==> config.mk <==
export PLATFORM = sky130hd
export DESIGN_NAME = sine_tone_burst_generator_top
export DESIGN_NICKNAME = d
export VERILOG_FILES = /design/src/rtl/core/stb_pkg.sv /design/src/rtl/core/stb_sine_scale.sv /design/src/rtl/core/stb_step_calc.sv /design/src/rtl/core/sine_tone_burst_generator_top.sv
export SDC_FILE = /design/constraint.sdc
export NUM_CORES = 2
export LEC_CHECK = 0
export ABC_AREA = 1
export ABC_CLOCK_PERIOD_IN_PS = 15000
export BUFFER_PORTS_ARGS = -buffer_cell sky130_fd_sc_hd__buf_2
export CAP_MARGIN = 20
export CORE_MARGIN = 8
export CORE_UTILIZATION = 39
export CTS_CLUSTER_SIZE = 20
export DETAILED_ROUTE_END_ITERATION = 8
export SLEW_MARGIN = 20
export SYNTH_ARGS = -nofsm -noshare
export SYNTH_HDL_FRONTEND = slang
export SYNTH_HIERARCHICAL = 1
export SYNTH_SLANG_ARGS = --single-unit
export TNS_END_PERCENT = 1
==> constraint.sdc <==
create_clock -name aclk -period 15 [get_ports aclk]
set_input_delay 0.75 -clock aclk [delete_from_list [all_inputs] [get_ports aclk]]
set_output_delay 0.75 -clock aclk [all_outputs]
set_load 0.02 [all_outputs]
==> src/rtl/core/stb_pkg.sv <==
// Shared types, constants and elaboration-time tables for the sine tone burst generator.
// Holds the quarter-wave sine magnitudes and the phase step fractions.
// Used by stb_sine_scale, stb_step_calc and sine_tone_burst_generator_top.
`timescale 1ns / 1ps
`default_nettype none

package stb_pkg;

    // Field and state widths
    localparam int PHASE_W   = 32;
    localparam int TONE_W    = 21;
    localparam int TAIL_W    = 9;
    localparam int FREQ_W    = 16;
    localparam int DUR_W     = 16;
    localparam int AMP_W     = 15;
    localparam int SAMPLE_W  = 16;
    localparam int IDX_W     = 10;
    localparam int QIDX_W    = 8;
    localparam int FRAC_W    = 25;

    // Zero samples that follow a tone with the amplifier still on
    localparam logic [TAIL_W-1:0] TAIL_SAMPLES = 9'd320;

    // Register reset values
    localparam logic [AMP_W-1:0] AMPLITUDE_RESET = 15'd3000;

    // ceil(2^23 / 125): exact quotient by 125 for every 16-bit frequency
    localparam logic [16:0] RECIP_125 = 17'd67109;
    localparam int          RECIP_SHIFT = 23;

    // pi/2 in Q2.30
    localparam logic [63:0] HALF_PI_Q30 = 64'd1686629713;

    // Burst modes
    localparam logic [1:0] MODE_IDLE    = 2'd0;
    localparam logic [1:0] MODE_TONE    = 2'd1;
    localparam logic [1:0] MODE_SILENCE = 2'd2;
    localparam logic [1:0] MODE_TAIL    = 2'd3;

    // Input kinds
    localparam logic CMD_TICK  = 1'b0;
    localparam logic CMD_START = 1'b1;

    // Configuration register indexes
    localparam logic CFG_AMPLITUDE = 1'b0;
    localparam logic CFG_ENABLE    = 1'b1;

    typedef logic [AMP_W-1:0]  qtab_t [256];
    typedef logic [FRAC_W-1:0] frac_tab_t [128];

    // Magnitude of round(32767*sin(a*pi/2048)) for a in 0..1024, using a
    // five-term odd series in Q30 arithmetic.
    function automatic logic [AMP_W-1:0] quarter_mag(input logic [63:0] a);
        logic [63:0] x;
        logic [63:0] sum;
        logic [63:0] term;
        logic [63:0] mag;
        x    = (a * HALF_PI_Q30) >> 10;
        sum  = x;
        term = x;
        term = (term * x) >> 30;
        term = (term * x) >> 30;
        term = term / 64'd6;
        sum  = sum - term;
        term = (term * x) >> 30;
        term = (term * x) >> 30;
        term = term / 64'd20;
        sum  = sum + term;
        term = (term * x) >> 30;
        term = (term * x) >> 30;
        term = term / 64'd42;
        sum  = sum - term;
        term = (term * x) >> 30;
        term = (term * x) >> 30;
        term = term / 64'd72;
        sum  = sum + term;
        mag  = (sum * 64'd32767 + (64'd1 << 29)) >> 30;
        if (mag > 64'd32767) begin
            mag = 64'd32767;
        end
        return mag[AMP_W-1:0];
    endfunction

    function automatic qtab_t build_qtab();
        qtab_t t;
        for (int j = 0; j < 256; j++) begin
            t[j] = quarter_mag(64'(j) * 64'd4);
        end
        return t;
    endfunction

    // floor(b * 2^25 / 125) for each remainder b of the frequency by 125
    function automatic frac_tab_t build_frac();
        frac_tab_t t;
        for (int b = 0; b < 128; b++) begin
            t[b] = FRAC_W'((64'(b) << 25) / 64'd125);
        end
        return t;
    endfunction

    localparam qtab_t            QTAB      = build_qtab();
    localparam logic [AMP_W-1:0] QMAG_FULL = quarter_mag(64'd1024);
    localparam frac_tab_t        FRAC_TAB  = build_frac();

endpackage

`default_nettype wire

==> src/rtl/core/stb_sine_scale.sv <==
// Sine lookup and amplitude scaling for one tone sample.
// Quarter-wave table from stb_pkg, one 15x15 multiply, sign restore.
// Depends on stb_pkg.
`timescale 1ns / 1ps
`default_nettype none

module stb_sine_scale (
    input  wire logic [stb_pkg::IDX_W-1:0]    phase_idx,
    input  wire logic [stb_pkg::AMP_W-1:0]    amplitude,
    output logic signed [stb_pkg::SAMPLE_W-1:0] sample
);

    logic [1:0]                    quad;
    logic [stb_pkg::QIDX_W-1:0]    j;
    logic [stb_pkg::QIDX_W-1:0]    j_mirror;
    logic [stb_pkg::AMP_W-1:0]     mag;
    logic [2*stb_pkg::AMP_W-1:0]   prod;
    logic [stb_pkg::AMP_W-1:0]     scaled;

    assign quad     = phase_idx[stb_pkg::IDX_W-1 -: 2];
    assign j        = phase_idx[stb_pkg::QIDX_W-1:0];
    assign j_mirror = stb_pkg::QIDX_W'(~j + 1'b1);

    // Fold the index onto the first quarter wave; the falling quarters
    // read the table backwards and hit the peak when the offset is zero.
    always_comb begin
        if (quad[0]) begin
            mag = (j == '0) ? stb_pkg::QMAG_FULL : stb_pkg::QTAB[j_mirror];
        end else begin
            mag = stb_pkg::QTAB[j];
        end
    end

    // Scale the magnitude, truncate, then restore the sign of the half wave.
    assign prod   = mag * amplitude;
    assign scaled = prod[2*stb_pkg::AMP_W-1 -: stb_pkg::AMP_W];

    always_comb begin
        if (quad[1]) begin
            sample = -$signed({1'b0, scaled});
        end else begin
            sample = $signed({1'b0, scaled});
        end
    end

endmodule

`default_nettype wire

==> src/rtl/core/stb_step_calc.sv <==
// Phase increment for a start request: floor(freq * 2^32 / 16000) mod 2^32.
// Splits freq into 125*a + b; a by reciprocal multiply, b through a table.
// Depends on stb_pkg.
`timescale 1ns / 1ps
`default_nettype none

module stb_step_calc (
    input  wire logic [stb_pkg::FREQ_W-1:0]  freq_hz,
    output logic [stb_pkg::PHASE_W-1:0]      phase_step
);

    logic [stb_pkg::FREQ_W+16:0] recip_prod;
    logic [9:0]                  quot;
    logic [16:0]                 quot_x125;
    logic [stb_pkg::FREQ_W-1:0]  rem_wide;
    logic [6:0]                  rem;

    // Quotient by 125 through a reciprocal multiply, exact over 16 bits.
    assign recip_prod = freq_hz * stb_pkg::RECIP_125;
    assign quot       = recip_prod[stb_pkg::RECIP_SHIFT +: 10];

    // Remainder, always below 125.
    assign quot_x125  = (17'(quot) << 7) - (17'(quot) << 1) - 17'(quot);
    assign rem_wide   = freq_hz - quot_x125[stb_pkg::FREQ_W-1:0];
    assign rem        = rem_wide[6:0];

    // a * 2^25 keeps only its low bits modulo 2^32; the fraction fills below.
    assign phase_step = {quot[6:0], stb_pkg::FRAC_TAB[rem]};

endmodule

`default_nettype wire

==> src/rtl/core/sine_tone_burst_generator_top.sv <==
// Sine tone burst generator: direct digital synthesis of PCM tone bursts.
//
// Input stream (s_*): s_tuser selects the request kind. A start request
// loads a frequency and a duration; a tick request yields one sample.
// Starts produce no result; every tick produces exactly one result on the
// output stream (m_*), which carries the sample, the amplifier level and
// the busy flag, with m_tlast marking the final sample of a burst.
// A tone lasts 16 samples per millisecond and is followed by 320 zero
// samples with the amplifier still on; frequency zero gives silence.
// Starts while busy or disabled are dropped.
// A tick's result is registered and shows in the cycle after the tick is
// accepted. One request per cycle while the receiver takes results; the
// phase accumulator, the quarter-wave lookup and one 15x15 multiply sit
// between the state registers and the output register.
// A stalled receiver holds the output register; a new request is taken
// whenever that register is empty or being drained in the same cycle.
// Reset (aresetn low, synchronous) returns to idle with amplitude 3000
// and enable set. The configuration channel is always ready.
`timescale 1ns / 1ps
`default_nettype none

module sine_tone_burst_generator_top (
    input  wire logic        aclk,
    input  wire logic        aresetn,
    // Input stream
    input  wire logic        s_tvalid,
    output logic             s_tready,
    input  wire logic [31:0] s_tdata,   // [15:0] freq_hz, [31:16] tone_ms
    input  wire logic        s_tuser,   // [0] cmd
    // Result stream
    output logic             m_tvalid,
    input  wire logic        m_tready,
    output logic [23:0]      m_tdata,   // [15:0] sample, [16] amp_on, [17] busy_res, zeros
    output logic             m_tlast,
    // Configuration writes
    input  wire logic        cfg_valid,
    output logic             cfg_ready,
    input  wire logic        cfg_index,
    input  wire logic [15:0] cfg_data
);

    localparam int TOTAL_W = stb_pkg::DUR_W + 4;

    // Configuration registers
    logic [stb_pkg::AMP_W-1:0]   amplitude_reg;
    logic                        enable_reg;

    // Burst state
    logic [stb_pkg::PHASE_W-1:0] phase_acc_reg,  phase_acc_next;
    logic [stb_pkg::PHASE_W-1:0] phase_step_reg, phase_step_next;
    logic [stb_pkg::TONE_W-1:0]  tone_left_reg,  tone_left_next;
    logic [stb_pkg::TAIL_W-1:0]  tail_left_reg,  tail_left_next;
    logic [1:0]                  mode_reg,       mode_next;

    // Output register
    logic                        m_valid_reg, m_valid_next;
    logic [stb_pkg::SAMPLE_W-1:0] sample_reg, sample_next;
    logic                        amp_on_reg, amp_on_next;
    logic                        busy_reg,   busy_next;
    logic                        last_reg,   last_next;

    logic                        s_fire;
    logic [stb_pkg::FREQ_W-1:0]  freq_hz;
    logic [stb_pkg::DUR_W-1:0]   tone_ms;
    logic [TOTAL_W-1:0]          total;
    logic [stb_pkg::PHASE_W-1:0] step_calc;
    logic signed [stb_pkg::SAMPLE_W-1:0] tone_sample;

    assign freq_hz     = s_tdata[15:0];
    assign tone_ms     = s_tdata[31:16];
    // 16000 samples per second is exactly 16 per millisecond.
    assign total       = {tone_ms, 4'b0000};

    assign s_tready  = !m_valid_reg || m_tready;
    assign s_fire    = s_tvalid && s_tready;
    assign cfg_ready = 1'b1;

    assign m_tvalid = m_valid_reg;
    assign m_tdata  = {6'b0, busy_reg, amp_on_reg, sample_reg};
    assign m_tlast  = last_reg;

    stb_step_calc u_step (
        .freq_hz    (freq_hz),
        .phase_step (step_calc)
    );

    stb_sine_scale u_sine (
        .phase_idx (phase_acc_reg[stb_pkg::PHASE_W-1 -: stb_pkg::IDX_W]),
        .amplitude (amplitude_reg),
        .sample    (tone_sample)
    );

    // Burst sequencing and result formation for each accepted request.
    always_comb begin
        phase_acc_next  = phase_acc_reg;
        phase_step_next = phase_step_reg;
        tone_left_next  = tone_left_reg;
        tail_left_next  = tail_left_reg;
        mode_next       = mode_reg;
        m_valid_next    = m_valid_reg && !m_tready;
        sample_next     = sample_reg;
        amp_on_next     = amp_on_reg;
        busy_next       = busy_reg;
        last_next       = last_reg;

        if (s_fire) begin
            unique case (s_tuser)
                stb_pkg::CMD_START: begin
                    if (enable_reg && mode_reg == stb_pkg::MODE_IDLE) begin
                        tone_left_next = stb_pkg::TONE_W'(total);
                        if (freq_hz == '0) begin
                            mode_next = (total != '0) ? stb_pkg::MODE_SILENCE
                                                      : stb_pkg::MODE_IDLE;
                        end else begin
                            phase_acc_next  = '0;
                            phase_step_next = step_calc;
                            if (total != '0) begin
                                mode_next = stb_pkg::MODE_TONE;
                            end else if (stb_pkg::TAIL_SAMPLES != '0) begin
                                tail_left_next = stb_pkg::TAIL_SAMPLES;
                                mode_next      = stb_pkg::MODE_TAIL;
                            end else begin
                                mode_next = stb_pkg::MODE_IDLE;
                            end
                        end
                    end
                end
                stb_pkg::CMD_TICK: begin
                    m_valid_next = 1'b1;
                    sample_next  = '0;
                    amp_on_next  = 1'b0;
                    busy_next    = 1'b0;
                    last_next    = 1'b0;
                    unique case (mode_reg)
                        stb_pkg::MODE_TONE: begin
                            sample_next    = tone_sample;
                            amp_on_next    = 1'b1;
                            busy_next      = 1'b1;
                            phase_acc_next = phase_acc_reg + phase_step_reg;
                            tone_left_next = tone_left_reg - 1'b1;
                            if (tone_left_reg == stb_pkg::TONE_W'(1)) begin
                                if (stb_pkg::TAIL_SAMPLES != '0) begin
                                    tail_left_next = stb_pkg::TAIL_SAMPLES;
                                    mode_next      = stb_pkg::MODE_TAIL;
                                end else begin
                                    mode_next = stb_pkg::MODE_IDLE;
                                    last_next = 1'b1;
                                end
                            end
                        end
                        stb_pkg::MODE_SILENCE: begin
                            busy_next      = 1'b1;
                            tone_left_next = tone_left_reg - 1'b1;
                            if (tone_left_reg == stb_pkg::TONE_W'(1)) begin
                                mode_next = stb_pkg::MODE_IDLE;
                                last_next = 1'b1;
                            end
                        end
                        stb_pkg::MODE_TAIL: begin
                            amp_on_next    = 1'b1;
                            busy_next      = 1'b1;
                            tail_left_next = tail_left_reg - 1'b1;
                            if (tail_left_reg == stb_pkg::TAIL_W'(1)) begin
                                mode_next = stb_pkg::MODE_IDLE;
                                last_next = 1'b1;
                            end
                        end
                        default: begin
                            // Idle: all-zero result
                        end
                    endcase
                end
                default: begin
                end
            endcase
        end
    end

    // State and output registers
    always_ff @(posedge aclk) begin
        if (!aresetn) begin
            phase_acc_reg  <= '0;
            phase_step_reg <= '0;
            tone_left_reg  <= '0;
            tail_left_reg  <= '0;
            mode_reg       <= stb_pkg::MODE_IDLE;
            m_valid_reg    <= 1'b0;
        end else begin
            phase_acc_reg  <= phase_acc_next;
            phase_step_reg <= phase_step_next;
            tone_left_reg  <= tone_left_next;
            tail_left_reg  <= tail_left_next;
            mode_reg       <= mode_next;
            m_valid_reg    <= m_valid_next;
        end
    end

    always_ff @(posedge aclk) begin
        sample_reg <= sample_next;
        amp_on_reg <= amp_on_next;
        busy_reg   <= busy_next;
        last_reg   <= last_next;
    end

    // Configuration register writes
    always_ff @(posedge aclk) begin
        if (!aresetn) begin
            amplitude_reg <= stb_pkg::AMPLITUDE_RESET;
            enable_reg    <= 1'b1;
        end else if (cfg_valid && cfg_ready) begin
            unique case (cfg_index)
                stb_pkg::CFG_AMPLITUDE: amplitude_reg <= cfg_data[stb_pkg::AMP_W-1:0];
                stb_pkg::CFG_ENABLE:    enable_reg    <= cfg_data[0];
                default: begin
                end
            endcase
        end
    end

    // A running mode always has samples left to give.
    a_counts_live: assert property (@(posedge aclk) disable iff (!aresetn)
        ((mode_reg == stb_pkg::MODE_TONE || mode_reg == stb_pkg::MODE_SILENCE)
            |-> tone_left_reg != '0) and
        (mode_reg == stb_pkg::MODE_TAIL |-> tail_left_reg != '0))
        else $error("burst mode active with an exhausted counter");

    // A tick taken while a burst runs gives a busy result.
    a_tick_busy: assert property (@(posedge aclk) disable iff (!aresetn)
        s_fire && s_tuser == stb_pkg::CMD_TICK && mode_reg != stb_pkg::MODE_IDLE
            |=> m_valid_reg && busy_reg)
        else $error("tick during a burst did not give a busy result");

    // A tick taken while idle gives an all-zero result.
    a_tick_idle: assert property (@(posedge aclk) disable iff (!aresetn)
        s_fire && s_tuser == stb_pkg::CMD_TICK && mode_reg == stb_pkg::MODE_IDLE
            |=> m_valid_reg && !busy_reg && !amp_on_reg && !last_reg && sample_reg == '0)
        else $error("idle tick gave a non-zero result");

    // A start taken during a burst leaves the burst untouched.
    a_start_ignored: assert property (@(posedge aclk) disable iff (!aresetn)
        s_fire && s_tuser == stb_pkg::CMD_START && mode_reg != stb_pkg::MODE_IDLE
            |=> $stable(mode_reg) && $stable(tone_left_reg) && $stable(phase_acc_reg))
        else $error("start during a burst changed the burst state");

    // Audible samples only come with the amplifier on, and the end of a
    // burst is always a busy sample.
    a_flags_consistent: assert property (@(posedge aclk) disable iff (!aresetn)
        m_valid_reg |-> (sample_reg == '0 || amp_on_reg) && (!last_reg || busy_reg))
        else $error("result flags inconsistent with the sample");

endmodule

`default_nettype wire

==> metrics.md <==
| Metric | Value |
|---|---|
| CORE AREA | 77300 µm² |
| Number of flops mapped to enable cells by yosys | 19 |
| Final setup skew | approximately 0.01 ns |
| Number of vias per cell | 5.61 |
| Worst slew pin tran | around 1.1 ns |
| Die Wd | a little under 300 µm |
| WL/cell | around 20 µm |
| Max Cap Viol | 0 |
| Rel. slew slack | 0.239 |
| Worst EP arrival | ~12 ns |
| F_max | approximately 86 MHz |
| Postcts setup bufs | 0 |
| Initial DRC count | 3667 |
| Type of the worst setup path | reg -> reg |
| Port Buf Inserts | 74 |
| M3 GR Usage | 0.0587 |
| Met1 usage | 0.353 |
| Root Buffer | clkbuf_16 |
| Worst path max stage delay | a little under 0.6 ns |
| Largest net degree at the start of global routing | around 100 |
| R2R setup slack | 3.40 ns |
| Status | completed |
| Pre-Repair DR Iteration Count | 7 |
| Drt total wl | 119 mm |
| Post-detail-place hpwl | about 90 mm |
| Skew-Pair Late Insertion Delay | approximately 0.46 ns |
| Full die area | approximately 87000 µm² |
| Largest delay contributor family on the critical path | adder cells |
| Final min period | around 12 ns |
| CP max stage cell | o21ai_0 |
| Hold Vio Cnt, Final | 0 |
| Critical Path Start | phase_acc_reg[22] |
| Setup TNS | 0 ns |
| Vias | around 34000 |
| Sequential share of the synthesized area | 0.0931 |
| Overall Global Routing Usage | 0.266 |
| Post-DRT Antenna Nets | 0 |
| CP Launch Type | register |
| Buffers & Inverters on Critical Path | 12 |
| Clock Pin Slew Worst Setup and Hold Paths | ~0.070 ns |
| Post-Syn Area | roughly 30000 µm² |
| Num ports | 83 |
| Yosys cell types | 75 |
| Synth warn | 6 |
| CP endpoint kind | register |
| CTS Buf Count | 17 |
| Top Usage Layer GRT | met2 |
| Crit. path cell count | 45 |
| Vias in the first global route | around 32000 |
| Overflow after GRT | 0 |
| Top FF cell, synth | dfxtp_1 |
| Mean post-synth cell area | about 6.1 µm² |
| Row count | between 100 and 150 |
| Drt drc | 0 |
| Cts repair resizes | 0 |
| Synth async-reset ratio | 0 |
| Routability Congestion | ~1.1 |
| CTS Sinks | 132 |
| Crit path to | sample_reg[12] |
| Met2 usage | 0.421 |
| RR Endpoint | sample_reg[12] |
| Worst r2r src | phase_acc_reg[22] |
| Post-synthesis cell count | between 4000 and 5000 |
| Synth-to-Final Area Change | 5.23% |
| Worst reg2reg path depth | 45 |
| Nets@finish | between 5000 and 6000 |
| Worst-path fanout max | 22 |
| H-Tree Depth | 4 |
| Maximum root-to-sink buffer count | 2 |
| Worst Hold Class | reg -> reg |
| Count of state elements after synthesis | between 100 and 150 |
| Fin. max-slew vios | 0 |
| RSZ-0062 raised after global routing | no |
| Final Cycle Share | 0.773 |
| Initial antenna violation count | 3 |
| Hold buffers post-CTS | 0 |
| CP required | ~15 ns |
| Die Y | between 200 and 300 µm |
| First-pass GRT wire length | between 150 and 200 mm |
| Starting Density | 0.394 |
| # setup viols final | 0 |
| CTS tree | yes |
| Layout cells sized above 1 | 0.0487 |
## worst min-delay path by stage
stage | cells after the start | to | from
finish | 2 | phase_acc_reg[13] | phase_acc_reg[13]
global route | 2 | phase_acc_reg[9] | phase_acc_reg[9]
CTS | 3 | amplitude_reg[9] | cfg_data[9]
detailed placement | 2 | enable_reg | enable_reg
global placement | 2 | phase_acc_reg[10] | phase_acc_reg[10]
floorplan | 2 | amplitude_reg[11] | amplitude_reg[11]
## Yosys cell counts (18+ instances only)
library cell	number	area, µm²
a21oi_1	288	1440
a31oi_1	33	206
buf_1	23	86.3
buf_2	70	350
buf_4	28	210
clkbuf_1	83	312
dfxtp_1	113	2260
edfxtp_1	19	571
fa_1	212	4240
ha_1	314	3930
inv_1	720	2700
nand2_1	1399	5250
nand3_1	355	1780
nand4_1	42	263
nor2_1	513	1930
nor3_1	37	185
o2111ai_1	18	158
o211ai_1	45	338
o21ai_0	346	1730
o21ai_1	35	175
xor2_1	19	166
## cell type report
cell class,count,area [µm²]
Clock inverter,15,185
Inverter,749,2820
Tap cell,1040,1300
Antenna cell,2,5.00
Multi-Input combinational cell,3905,23800
Timing Repair Buffer,112,656
Sequential cell,132,2840
Clock buffer,17,425
Fill cell,8678,45300
## logic make-up (layout without fill, tap and decap cells)
kind of cell	after synthesis	count (layout)	synth area share
simple gates	2434	2434	0.331
other cells	2	9	0.000247
buf+inv	961	893	0.127
fa+ha+maj	526	526	0.268
compound gates	905	905	0.171
flops	132	132	0.0931
xor+xnor	33	33	0.00999
## per-stage QoR
stage | instance area, µm² | instances | worst slack (ns) | hold slack, ns | utilization
after floorplan | 30500 | 4998 | 5.68 | 0.427 | -
after global placement | 31400 | 5938 | 3.76 | 0.453 | 0.406
after detailed placement | 31400 | 5938 | 3.82 | 0.456 | 0.406
after CTS | 32000 | 5970 | 3.77 | 0.468 | 0.414
after global routing | 32000 | 5970 | 2.97 | 0.483 | 0.414
final | 32000 | 5972 | 3.40 | 0.468 | 0.414
## metal layers
| layer | wire (µm) | vias up |
|---|---|---|
| met5 | 13 | - |
| met4 | 4680 | 2 |
| met3 | 11500 | 245 |
| met2 | 52200 | 1616 |
| met1 | 50300 | 15600 |
| li1 | - | 16000 |
## cell usage in the layout, fill, tap and decap left out, types with 11 or more instances in the layout
| master | Yosys | layout |
|---|---|---|
| o2111ai_1 | 18 | 18 |
| buf_4 | 28 | 38 |
| o22ai_1 | 13 | 13 |
| nand3b_1 | 14 | 14 |
| o221ai_1 | 15 | 15 |
| nand2_1 | 1399 | 1397 |
| nand4_1 | 42 | 42 |
| nor3_1 | 37 | 37 |
| a31oi_1 | 33 | 33 |
| a21oi_1 | 288 | 288 |
| inv_2 | 17 | 19 |
| a211oi_1 | 13 | 13 |
| xor2_1 | 19 | 18 |
| dfxtp_1 | 113 | 111 |
| xnor2_1 | 12 | 11 |
| fa_1 | 212 | 212 |
| nand3_1 | 355 | 355 |
| clkbuf_16 | 0 | 17 |
| ha_1 | 314 | 314 |
| edfxtp_1 | 19 | 19 |
| o211ai_1 | 45 | 45 |
| o31ai_1 | 11 | 11 |
| nand2_2 | 17 | 19 |
| o21ai_1 | 35 | 35 |
| o21ai_0 | 346 | 346 |
| buf_2 | 70 | 74 |
| nor2_1 | 513 | 513 |
| nor2_2 | 14 | 13 |
| o311ai_0 | 16 | 16 |
| inv_1 | 720 | 718 |
## worst reg2reg max path, delay by kind of cell, from the launching register on
family / cells / cell delay [ns]
flip-flops: 1 / 0.32
XOR/XNOR: 1 / 0.23
AO/OA/AOI/OAI: 8 / 2.02
buffers and inverters: 12 / 2.29
adder cells (fa/ha/maj): 10 / 4.62
AND/OR/NAND/NOR: 14 / 1.88
Power is not shown: default switching activity piles up to over one toggle a cycle in this logic, so the estimate is an artifact.
